[config.mk]
export PLATFORM = sky130hd
export DESIGN_NAME = rational_arith_unit
export DESIGN_NICKNAME = d
export VERILOG_FILES = /design/src/sv/rau_pkg.sv /design/src/sv/rau_front.sv /design/src/sv/rau_queue.sv /design/src/sv/rau_back.sv /design/src/sv/rational_arith_unit.sv
export SDC_FILE = /design/constraint.sdc
export NUM_CORES = 2
export LEC_CHECK = 0
export BUFFER_PORTS_ARGS = -buffer_cell sky130_fd_sc_hd__buf_2
export CAP_MARGIN = 10
export CORE_MARGIN = 2
export CORE_UTILIZATION = 51
export CTS_CLUSTER_SIZE = 30
export DETAILED_ROUTE_END_ITERATION = 10
export PLACE_DENSITY = 0.68
export SYNTH_ARGS = -nofsm -noshare
export SYNTH_HDL_FRONTEND = slang
export SYNTH_SLANG_ARGS = --single-unit
[constraint.sdc]
create_clock -name i_clk -period 14.1 [get_ports i_clk]
set_input_delay 0.705 -clock i_clk [delete_from_list [all_inputs] [get_ports i_clk]]
set_output_delay 0.705 -clock i_clk [all_outputs]
set_load 0.1 [all_outputs]
[src/sv/rau_pkg.sv]
package rau_pkg;

    localparam int OperandWidth = 16;
    localparam int NumOutWidth  = 33;
    localparam int DenOutWidth  = 31;
    localparam int ProdWidth    = 2 * OperandWidth;
    localparam int RawWidth     = ProdWidth + 2;
    localparam int MagWidth     = ProdWidth + 1;
    localparam int IterWidth    = $clog2(MagWidth + 1);
    localparam int QueueDepth   = 2;

    typedef enum logic [1:0] {
        CMD_ADD = 2'd0,
        CMD_SUB = 2'd1,
        CMD_MUL = 2'd2,
        CMD_DIV = 2'd3
    } t_cmd;

    typedef enum logic [1:0] {
        STATUS_OK       = 2'd0,
        STATUS_DIV_ZERO = 2'd1,
        STATUS_ZERO_DEN = 2'd2
    } t_status;

    typedef struct packed {
        logic [1:0]         command;
        logic signed [15:0] first_numerator;
        logic signed [15:0] first_denominator;
        logic signed [15:0] second_numerator;
        logic signed [15:0] second_denominator;
    } t_in_item;

    typedef struct packed {
        logic signed [NumOutWidth-1:0] result_numerator;
        logic [DenOutWidth-1:0]        result_denominator;
        logic [1:0]                    status;
    } t_out_item;

    typedef struct packed {
        logic [1:0]                     status;
        logic                           neg;
        logic [MagWidth-1:0]            num_mag;
        logic [MagWidth-1:0]            den_mag;
    } t_job;

    typedef enum logic [2:0] {
        ST_IDLE,
        ST_GCD,
        ST_DIV,
        ST_DONE
    } t_back_state;

endpackage

[src/sv/rau_front.sv]
module rau_front (
    input  logic             i_clk,
    input  logic             i_rst_n,
    input  logic             i_push,
    output logic             o_full,
    input  rau_pkg::t_in_item i_item,
    output logic             o_job_valid,
    input  logic             i_job_ready,
    output rau_pkg::t_job    o_job
);
    import rau_pkg::*;

    logic                        r_s1_valid;
    logic [1:0]                  r_s1_cmd;
    logic [1:0]                  r_s1_status;
    logic signed [ProdWidth-1:0] r_p0, r_p1, r_p2;
    logic                        r_s2_valid;
    t_job                        r_s2_job;

    logic signed [OperandWidth-1:0] w_na, w_da, w_nb, w_db;
    logic signed [OperandWidth-1:0] w_m0a, w_m0b, w_m1a, w_m1b, w_m2a, w_m2b;
    logic [1:0]                     w_status;
    logic signed [RawWidth-1:0]     w_num, w_den;
    logic                           w_s2_free, w_s1_free;
    t_job                           w_job;

    assign w_na = i_item.first_numerator[OperandWidth-1:0];
    assign w_da = i_item.first_denominator[OperandWidth-1:0];
    assign w_nb = i_item.second_numerator[OperandWidth-1:0];
    assign w_db = i_item.second_denominator[OperandWidth-1:0];

    always_comb begin
        w_m0a = w_na;
        w_m0b = w_db;
        w_m1a = w_da;
        w_m1b = w_nb;
        w_m2a = w_da;
        w_m2b = w_db;
        if (i_item.command == CMD_MUL) begin
            w_m0b = w_nb;
        end else if (i_item.command == CMD_DIV) begin
            w_m2b = w_nb;
        end
        if (w_da == '0 || w_db == '0) begin
            w_status = STATUS_ZERO_DEN;
        end else if (i_item.command == CMD_DIV && w_nb == '0) begin
            w_status = STATUS_DIV_ZERO;
        end else begin
            w_status = STATUS_OK;
        end
    end

    always_comb begin
        case (r_s1_cmd)
            CMD_ADD: w_num = RawWidth'(r_p0) + RawWidth'(r_p1);
            CMD_SUB: w_num = RawWidth'(r_p0) - RawWidth'(r_p1);
            default: w_num = RawWidth'(r_p0);
        endcase
        w_den = RawWidth'(r_p2);
        if (w_den < 0) begin
            w_num = -w_num;
            w_den = -w_den;
        end
        w_job.status  = r_s1_status;
        w_job.neg     = w_num[RawWidth-1];
        w_job.num_mag = w_num[RawWidth-1] ? MagWidth'(-w_num) : MagWidth'(w_num);
        w_job.den_mag = MagWidth'(w_den);
        if (r_s1_status != STATUS_OK) begin
            w_job.neg     = 1'b0;
            w_job.num_mag = '0;
            w_job.den_mag = '0;
        end
    end

    assign w_s2_free = !r_s2_valid || i_job_ready;
    assign w_s1_free = !r_s1_valid || w_s2_free;
    assign o_full    = !w_s1_free;

    always_ff @(posedge i_clk) begin
        if (w_s1_free) begin
            r_s1_cmd    <= i_item.command;
            r_s1_status <= w_status;
            r_p0        <= w_m0a * w_m0b;
            r_p1        <= w_m1a * w_m1b;
            r_p2        <= w_m2a * w_m2b;
        end
        if (w_s2_free && r_s1_valid) begin
            r_s2_job <= w_job;
        end
    end

    always_ff @(posedge i_clk) begin
        if (!i_rst_n) begin
            r_s1_valid <= 1'b0;
            r_s2_valid <= 1'b0;
        end else begin
            if (w_s1_free) begin
                r_s1_valid <= i_push;
            end
            if (w_s2_free) begin
                r_s2_valid <= r_s1_valid;
            end
        end
    end

    assign o_job_valid = r_s2_valid;
    assign o_job       = r_s2_job;

    a_stall_hold: assert property (@(posedge i_clk) disable iff (!i_rst_n)
        r_s2_valid && !i_job_ready |=> r_s2_valid && $stable(r_s2_job))
        else $error("job dropped while stalled");
    a_err_zero: assert property (@(posedge i_clk) disable iff (!i_rst_n)
        r_s2_valid && r_s2_job.status != STATUS_OK |-> r_s2_job.den_mag == '0)
        else $error("error job carries data");
    a_ok_den: assert property (@(posedge i_clk) disable iff (!i_rst_n)
        r_s2_valid && r_s2_job.status == STATUS_OK |-> r_s2_job.den_mag != '0)
        else $error("ok job with zero denominator");
endmodule

[src/sv/rau_queue.sv]
module rau_queue (
    input  logic          i_clk,
    input  logic          i_rst_n,
    input  logic          i_valid,
    output logic          o_ready,
    input  rau_pkg::t_job i_job,
    output logic          o_valid,
    input  logic          i_ready,
    output rau_pkg::t_job o_job
);
    import rau_pkg::*;

    localparam int PtrWidth = $clog2(QueueDepth);

    t_job                  r_mem [QueueDepth];
    logic [PtrWidth-1:0]   r_wr, r_rd;
    logic [PtrWidth:0]     r_count;
    logic                  w_push, w_pop;

    assign o_ready = r_count != (PtrWidth+1)'(QueueDepth);
    assign o_valid = r_count != '0;
    assign o_job   = r_mem[r_rd];
    assign w_push  = i_valid && o_ready;
    assign w_pop   = o_valid && i_ready;

    always_ff @(posedge i_clk) begin
        if (w_push) begin
            r_mem[r_wr] <= i_job;
        end
    end

    always_ff @(posedge i_clk) begin
        if (!i_rst_n) begin
            r_wr    <= '0;
            r_rd    <= '0;
            r_count <= '0;
        end else begin
            if (w_push) begin
                r_wr <= r_wr + 1'b1;
            end
            if (w_pop) begin
                r_rd <= r_rd + 1'b1;
            end
            r_count <= r_count + (PtrWidth+1)'(w_push) - (PtrWidth+1)'(w_pop);
        end
    end

    a_count_max: assert property (@(posedge i_clk) disable iff (!i_rst_n)
        r_count <= (PtrWidth+1)'(QueueDepth))
        else $error("queue overflow");
    a_count_track: assert property (@(posedge i_clk) disable iff (!i_rst_n)
        w_push && !w_pop |=> r_count == $past(r_count) + 1'b1)
        else $error("queue count lost a push");
    a_ptr_gap: assert property (@(posedge i_clk) disable iff (!i_rst_n)
        r_count == '0 |-> r_wr == r_rd)
        else $error("empty queue with pointer gap");
endmodule

[src/sv/rau_back.sv]
module rau_back (
    input  logic              i_clk,
    input  logic              i_rst_n,
    input  logic              i_job_valid,
    output logic              o_job_ready,
    input  rau_pkg::t_job     i_job,
    output logic              o_empty,
    input  logic              i_pop,
    output rau_pkg::t_out_item o_item
);
    import rau_pkg::*;

    t_back_state           r_state, n_state;
    t_job                  r_job;
    logic [MagWidth-1:0]   r_x, r_y;
    logic [MagWidth-1:0]   r_rem, r_quo_n, r_quo_d, r_dn, r_dd;
    logic [IterWidth-1:0]  r_bit;
    t_out_item             r_out;
    logic                  r_out_valid;

    logic [MagWidth:0]     w_tn, w_td;
    logic [MagWidth-1:0]   w_g;
    logic [MagWidth-1:0]   w_rn, w_rd;
    logic                  w_load, w_fin;
    logic [MagWidth:0]     w_signed_num;

    assign o_job_ready = r_state == ST_IDLE;
    assign w_load      = i_job_valid && o_job_ready;
    assign w_fin       = r_state == ST_DONE && (!r_out_valid || i_pop);

    // one restoring-division bit per cycle for numerator and denominator
    assign w_g  = r_x;
    assign w_tn = {r_dn, r_job.num_mag[r_bit]};
    assign w_td = {r_dd, r_job.den_mag[r_bit]};
    assign w_rn = (w_tn >= {1'b0, w_g}) ? MagWidth'(w_tn - {1'b0, w_g}) : w_tn[MagWidth-1:0];
    assign w_rd = (w_td >= {1'b0, w_g}) ? MagWidth'(w_td - {1'b0, w_g}) : w_td[MagWidth-1:0];

    always_comb begin
        n_state = r_state;
        case (r_state)
            ST_IDLE: begin
                if (w_load) begin
                    n_state = ST_GCD;
                end
            end
            ST_GCD: begin
                if (r_job.num_mag == '0) begin
                    n_state = ST_DONE;
                end else if (r_x == r_y) begin
                    n_state = ST_DIV;
                end
            end
            ST_DIV: begin
                if (r_bit == '0) begin
                    n_state = ST_DONE;
                end
            end
            ST_DONE: begin
                if (w_fin) begin
                    n_state = ST_IDLE;
                end
            end
            default: n_state = ST_IDLE;
        endcase
    end

    always_ff @(posedge i_clk) begin
        if (!i_rst_n) begin
            r_state <= ST_IDLE;
        end else begin
            r_state <= n_state;
        end
    end

    always_ff @(posedge i_clk) begin
        case (r_state)
            ST_IDLE: begin
                if (w_load) begin
                    r_job   <= i_job;
                    r_x     <= i_job.num_mag;
                    r_y     <= i_job.den_mag;
                    r_quo_n <= i_job.num_mag;
                    r_quo_d <= i_job.den_mag;
                end
            end
            ST_GCD: begin
                if (r_x > r_y) begin
                    r_x <= r_x - r_y;
                end else if (r_y > r_x) begin
                    r_y <= r_y - r_x;
                end
                r_dn  <= '0;
                r_dd  <= '0;
                r_bit <= IterWidth'(MagWidth - 1);
            end
            ST_DIV: begin
                r_dn       <= w_rn;
                r_dd       <= w_rd;
                r_quo_n    <= {r_quo_n[MagWidth-2:0], w_tn >= {1'b0, w_g}};
                r_quo_d    <= {r_quo_d[MagWidth-2:0], w_td >= {1'b0, w_g}};
                r_bit      <= r_bit - 1'b1;
            end
            default: begin
            end
        endcase
        r_rem <= r_x;
    end

    assign w_signed_num = r_job.neg ? -{1'b0, r_quo_n} : {1'b0, r_quo_n};

    always_ff @(posedge i_clk) begin
        if (w_fin) begin
            r_out.result_numerator   <= NumOutWidth'(w_signed_num);
            r_out.result_denominator <= DenOutWidth'(r_quo_d);
            r_out.status             <= r_job.status;
        end
    end

    always_ff @(posedge i_clk) begin
        if (!i_rst_n) begin
            r_out_valid <= 1'b0;
        end else if (w_fin) begin
            r_out_valid <= 1'b1;
        end else if (i_pop) begin
            r_out_valid <= 1'b0;
        end
    end

    assign o_empty = !r_out_valid;
    assign o_item  = r_out;

    a_gcd_pos: assert property (@(posedge i_clk) disable iff (!i_rst_n)
        r_state == ST_DIV |-> r_x != '0 && r_rem == r_x)
        else $error("zero divisor in reduction");
    a_div_exact: assert property (@(posedge i_clk) disable iff (!i_rst_n)
        r_state == ST_DONE && r_job.num_mag != '0 && $past(r_state) == ST_DIV
        |-> r_dn == '0 && r_dd == '0)
        else $error("reduction left a remainder");
    a_out_hold: assert property (@(posedge i_clk) disable iff (!i_rst_n)
        r_out_valid && !i_pop |=> r_out_valid && $stable(r_out))
        else $error("result changed while waiting");
endmodule

[src/sv/rational_arith_unit.sv]
// Rational arithmetic on two signed 16-bit fractions: add, subtract, multiply or divide,
// result reduced to lowest terms with a positive denominator (zero numerator unreduced).
// A two-stage front forms the cross products and flags a zero input denominator (status 2)
// or a divide by a zero fraction (status 1, both result fields 0); a two-entry queue feeds
// the back end, which finds the gcd by repeated subtraction, one step a cycle, then
// divides both terms by it, one quotient bit a cycle. The number of gcd steps depends
// on the data; items are handled one at a time in the back end, and the front keeps
// accepting until the queue and both front stages are full.
module rational_arith_unit (
    input  logic               i_clk,
    input  logic               i_rst_n,
    input  logic               push,
    output logic               full,
    input  rau_pkg::t_in_item  i_item,
    output logic               empty,
    input  logic               pop,
    output rau_pkg::t_out_item o_item
);
    import rau_pkg::*;

    logic f_valid, f_ready, q_valid, q_ready;
    t_job f_job, q_job;

    rau_front u_front (
        .i_clk      (i_clk),
        .i_rst_n    (i_rst_n),
        .i_push     (push),
        .o_full     (full),
        .i_item     (i_item),
        .o_job_valid(f_valid),
        .i_job_ready(f_ready),
        .o_job      (f_job)
    );

    rau_queue u_queue (
        .i_clk  (i_clk),
        .i_rst_n(i_rst_n),
        .i_valid(f_valid),
        .o_ready(f_ready),
        .i_job  (f_job),
        .o_valid(q_valid),
        .i_ready(q_ready),
        .o_job  (q_job)
    );

    rau_back u_back (
        .i_clk      (i_clk),
        .i_rst_n    (i_rst_n),
        .i_job_valid(q_valid),
        .o_job_ready(q_ready),
        .i_job      (q_job),
        .o_empty    (empty),
        .i_pop      (pop),
        .o_item     (o_item)
    );
endmodule

After elaboration in Yosys (flattened, before gate mapping):

Memories as Yosys holds them, arrays and structs flattened. A register that Yosys moved wholly into a read port is not among the register bits.
Index checks and enable logic that the tools add are counted.

* bits in registers: 516
* memory bits (writable): 138
* input bits: 70
* output and inout bits: 68
* word-level logic and storage cells: 140
* memories kept: 1

Memories
* u_queue.r_mem: words 2, bits a word 69, rd ports 1, clocked after Yosys merged registers in 1, wr ports 1, line rau_queue.sv:15 `t_job r_mem [QueueDepth];`

* $add $sub $neg: 15
* $mul: 3
* order comparisons: 6
* equal/unequal tests: 15
* muxes and demuxes: 39
* reduce and logical (&&, ||, !) cells: 31

Operator list (count)
* $mux W33: 10
* $pmux W33 S2: 5
* $sub A33 B33 Y33: 4
* $mul A16 B16 Y32: 3
* $ge A34 B33 Y1: 2
* $pmux W34 S2: 1
* $gt A33 B33 Y1: 2
* $neg A33 Y33: 2
* $pmux W31 S2: 1
* $logic_not A16 Y1: 3
* $mux W16: 3
* $mux W34: 1
* $neg A34 Y34: 1
* $add A32 B32 Y33: 1
* $eq A33 B33 Y1: 1
* $logic_not A33 Y1: 1
* $neg A32 Y33: 1
* $sub A32 B32 Y33: 1
* $lt A32 B1 Y1 const B: 1
* $mux W3: 5
* $bmux W1 S6: 2
* $pmux W3 S4: 1
* $pmux W6 S2: 1
* $reduce_bool A2 Y1: 6
* other kinds (22): 50

Logic depth before layout (Yosys ltp):

* depth in word-level cells: 6
* depth in mapped cells: 33
* mapped depth without buffers: 30

By module:

From an unflattened synthesis, not the netlist that was laid out.

* cell total of the unflattened synthesis: 6556
* area total of the unflattened synthesis: 67479.7 µm²

By module, submodules not included
* rau_front: instances 1, cells each 4397, area an instance 40886.7 µm², sequential area each 5114.9 µm²
* rau_back: instances 1, cells each 1915, area an instance 21309.2 µm², sequential area each 10179.8 µm²
* rau_queue: instances 1, cells each 244, area an instance 5283.8 µm², sequential area each 4244.1 µm²

Worst setup path after synthesis:

Ideal clock, no wire load.

* path type: input-to-reg
* start point: in i_item[64] in the netlist's numbering
* end point: reg u_front.r_p0[31], data pin
* setup time: 0.260 ns
* arrival: 7.610 ns
* required time: 13.840 ns
* setup slack: 6.230 ns
* stages on the path: 31
* path buffers: 3
* cells stage by stage: nand2b_1 clkbuf_1 buf_1 mux2_2 clkbuf_1 nand2_1 inv_1 fa_1 inv_1 fa_1 inv_1 fa_1 fa_1 fa_1 inv_1 fa_1 inv_1 ha_1 a21o_1 a21o_1 a21oi_1 nor2b_1 o21ai_0 nand2b_1 a21oi_1 nor2b_1 a311oi_1 o21ai_0 a21o_1 a21oi_1 xnor2_1

* word-level cells in the longest chain between the ends: 3

Ends and longest elaborated chain
* start, declared: line rational_arith_unit.sv:14 `input rau_pkg::t_in_item i_item,`
* $eq A2 B2 Y1: line rau_front.sv:39 `if (i_item.command == CMD_MUL) begin`
* $mux W16: line rau_front.sv:39
* $mul A16 B16 Y32: line rau_front.sv:83 `r_p0 <= w_m0a * w_m0b;`
* end signal, assigned: line rau_front.sv:83
* end, declared: line rau_front.sv:16 `logic signed [ProdWidth-1:0] r_p0, r_p1, r_p2;`

No other way between the ends.
A chain may end at the register's enable or synchronous reset.

Final worst setup path:

* start point: in i_item[64] in the netlist's numbering
* end point: reg u_front.r_p2[30], data pin

* word-level cells in the longest chain between the ends: 4
* elaborated cells on any way between the ends: 5
* classes of those cells: mul (1); eq/ne (2); mux (2)

Ends and longest elaborated chain
* $eq A2 B2 Y1: line rau_front.sv:41 `end else if (i_item.command == CMD_DIV) begin`
* $mux W16: line rau_front.sv:41
* $mux W16 *: line rau_front.sv:39
* $mul A16 B16 Y32 *: line rau_front.sv:85 `r_p2 <= w_m2a * w_m2b;`
* end signal, assigned: line rau_front.sv:85
* end, declared: line rau_front.sv:16

Every way passes the cells marked *; elsewhere a longest branch is shown, timed or not.

==> impl_results.md <==
- Avg Vias per Cell: around 5.6
- FFs w/ async S/R, synth: 0
- Crit-path cells: buf_2, nand2_1, mux2_2, and2_1, fa_1, inv_1, fa_1, fa_1, inv_1, fa_1, fa_1, inv_1, fa_1, inv_1, ha_1, a2111o_1, nor4_1, nor3_1, a2111oi_0, o41ai_1, a21oi_1, o21ai_0, a21oi_1, xnor2_1
- Avg Cell Area, Syn: a little over 10 um2
- Top post-synthesis cells by area: edfxtp_1, fa_1, ha_1
- Crit-path max cell delay: 760 ps
- Seq/Total Area, Yosys: 0.294
- Final instance area: approximately 71,000 um2
- Crit share post-route: 0.561
- Worst Path Max Fanout: 17
- Syn Nets: between 7,000 and 8,000
- Clk root buf: clkbuf_16
- CP top delay family: adder cells
- # DRC: 0
- Initial antenna violation count: 6
- Cell count along the critical path: 24
- Reg2reg end: u_back.r_dn[0]$_SDFFCE_PN0P_
- Die Wd: 365 um
- Synthesis Warnings: 0
- Final setup fails: 0
- Area fraction of the dominant cell type after synthesis: 0.291
- Reg2reg path depth: 26
- Post-Syn Instances: between 6,000 and 7,000
- Status: complete, no violations
- Cells after DPL: 8,193
- Fin crit period: 7910 ps
- Routed Antenna Nets: 0
- Row count: around 130
- Largest net degree at the start of global routing: between 90 and 100
- Overflow after GRT: 0
- # diodes: 0
- Worst Hold Class: input pin to flop
- Hold-fix buffers, CTS: 0
- Setup TNS: 0 ps
- Die ar.: approximately 130,000 um2
- Slew @ Worst Pin: 1060 ps
- Crit path required time: approximately 15,000 ps
- Rel. slew slack: 0.280
- Bufs on Longest Clock Path: 3
- Final non-filler cell total: roughly 8,300
- Vias in the first global route: 47,800
- Die height: between 300 and 400 um
- TritonCTS Buffers: between 70 and 80
- Ys flop type: edfxtp_1
- TritonRoute pass-1 iters: 5
- Crit path buf inv count: 5
- Final hold vios: 0
- DP HPWL: around 130 mm
- Nets@finish: ~7,800
- Via Count: around 47,000
- CTS H-tree lvls: 3
- # Post-CTS Setup Buffers: 0
- Fmax: roughly 130 MHz
- Total core area: 129,000 um2
- IO buf count: 137
- WL/cell: around 20 um
- Clock skew: between 40 and 50 ps
- Fillers: around 11,000
- Max-slew violations: 0
- CTS tree: done
- Share of post-route cells with drive strength above 1: 0.0813
- Critical setup path kind: input pin to flop
- Layout area overhead: 7.06%
- Initial core utilization: 0.514
- Post-Place Cell Area: about 69,000 um2
- Crit-path most repeated cell: fa_1
- Critical R2R Launch: u_back.r_bit[1]$_SDFFCE_PN0P_
- Flop2flop setup slack: 6730 ps
- Number of synthesized register bits: ~650
- CP endpoint kind: flop
- Initial DRC count: 3,937
- Clk Latency, worst-skew pair: 660 ps
- Critical Path End: u_front.r_p2[30]$_DFFE_PN_
- Mapped Area: about 66,000 um2
- GRT Util Overall: 0.254
- Max-Cap Viols: 0
- PostCTS Resize Cnt: 0
- DRT Wirelength: between 150 and 200 mm
- Critical Path Start: i_item[64]
- Routability Congestion: between 0.9 and 1
- Slowest CP cell: nand2_1
- Synth area leader: edfxtp_1
- EDFF count, synth: around 640
- Yosys cell types: slightly above 100
- First-pass GRT wire length: 266 mm
- Clock Sinks: 654
- Unrepaired setup endpoints after global routing: no
- CP Launch Type: input pin
- Data arrival, critical path: between 8000 and 9000 ps
- # IOs: 138
- Clock slew at reported path FFs: approximately 60 ps
registers in the layout (all words and copies together) (netlist names), 6 cells and up, named ones only:
signal,cells
u_front.o_job,69
u_front.r_p0,32
u_back.r_dn,33
u_front.r_p1,32
u_front.r_p2,32
u_back.r_quo_n,33
u_back.r_dd,33
u_back.r_y,33
u_back.r_quo_d,31
u_back.r_job,69
u_back.r_bit,6
u_queue.r_mem,138
u_back.o_item,66
u_back.r_x,33
metal layers:
layer  GRT usage  part of all wire  wire (um)
met5           0          0.000084         14
met2       0.415              0.46      77100
met4      0.0827             0.034       5620
met3      0.0348             0.059       9870
met1       0.351              0.44      73300
worst min path at each step:
stage / start / end / slack [ps] / depth (start not counted)
after CTS: i_item[65] / u_front.r_s1_cmd[1]$_DFFE_PN_ / 210 / 1
after global placement: u_back.r_quo_d[30]$_DFFE_PP_ / u_back.o_item[32]$_DFFE_PP_ / 420 / 0
final: push / u_front.r_s1_valid$_SDFFE_PN0N_ / 260 / 2
after floorplan: u_back.r_job[67]$_DFFE_PP_ / u_back.o_item[0]$_DFFE_PP_ / 400 / 0
after detailed placement: u_back.r_quo_d[30]$_DFFE_PP_ / u_back.o_item[32]$_DFFE_PP_ / 420 / 0
after global routing: i_item[65] / u_front.r_s1_cmd[1]$_DFFE_PN_ / 250 / 1
cells in the mapped netlist (all sizes together), types with 40 or more instances:
cell	count
a21oi	332
mux2i	42
xnor2	237
fa	791
xor2	127
inv	1038
a21o	115
clkbuf	236
and3	48
o31ai	59
nand2	603
and2	273
o21bai	43
nand2b	67
nor2	320
edfxtp	644
nand4	40
or3	43
mux2	161
nor2b	134
ha	422
nor3	59
nand3	91
o21ai	186
cell families after synthesis:
family	after synthesis	share of synthesized area
adders and majority gates	1213	0.318
DFF	654	0.294
buffers and inverters	1305	0.0739
muxes	211	0.0365
and+or+nand+nor	1806	0.135
other	1	0.0000564
AOI/OAI and AO/OA	986	0.0955
xor gates and xnor gates	364	0.0479
stage by stage:
step / setup WS [ps] / hold slack [ps] / utilization
floorplan: 6230 / 400 / -
global placement: 5550 / 421 / 0.531
detailed placement: 5610 / 417 / 0.531
CTS: 6280 / 214 / 0.550
global route: 5780 / 247 / 0.550
finish: 6190 / 257 / 0.550
cells in the final DEF (no fill, tap or decap), types with 13 or more instances in the layout:
cell type,instances
inv_1,1037
fa_1,791
edfxtp_1,644
nand2_1,602
ha_1,419
a21oi_1,329
nor2_1,316
and2_1,272
xnor2_1,237
o21ai_0,181
mux2_2,161
buf_2,137
nor2b_1,131
xor2_1,127
a21o_1,115
nand3_1,90
clkbuf_16,77
nand2b_1,67
nor3_1,57
o31ai_1,56
and3_1,47
o21bai_1,43
or3_1,42
nand4_1,40
mux2i_1,40
buf_4,38
nor4_1,36
or2_2,32
a211oi_1,28
o21a_1,28
o41ai_1,28
a31oi_1,24
o211ai_1,20
a21boi_0,15
or4_1,13
clkinv_1,13
layout make-up:
| type | count | area (um2) | area share |
|---|---|---|---|
| Clock buffer | 85 | 1970 | 0.0276 |
| Tap cell | 1742 | 2180 | 0.0306 |
| Inverter | 1041 | 3910 | 0.0549 |
| Sequential cell | 654 | 19500 | 0.274 |
| Timing Repair Buffer | 175 | 971 | 0.0136 |
| Multi-Input combinational cell | 4581 | 42100 | 0.592 |
| Clock inverter | 42 | 479 | 0.00673 |
Power is left out: the tool's default activity adds up to more than one toggle a clock period on the data nets, which glitch-free logic cannot reach.
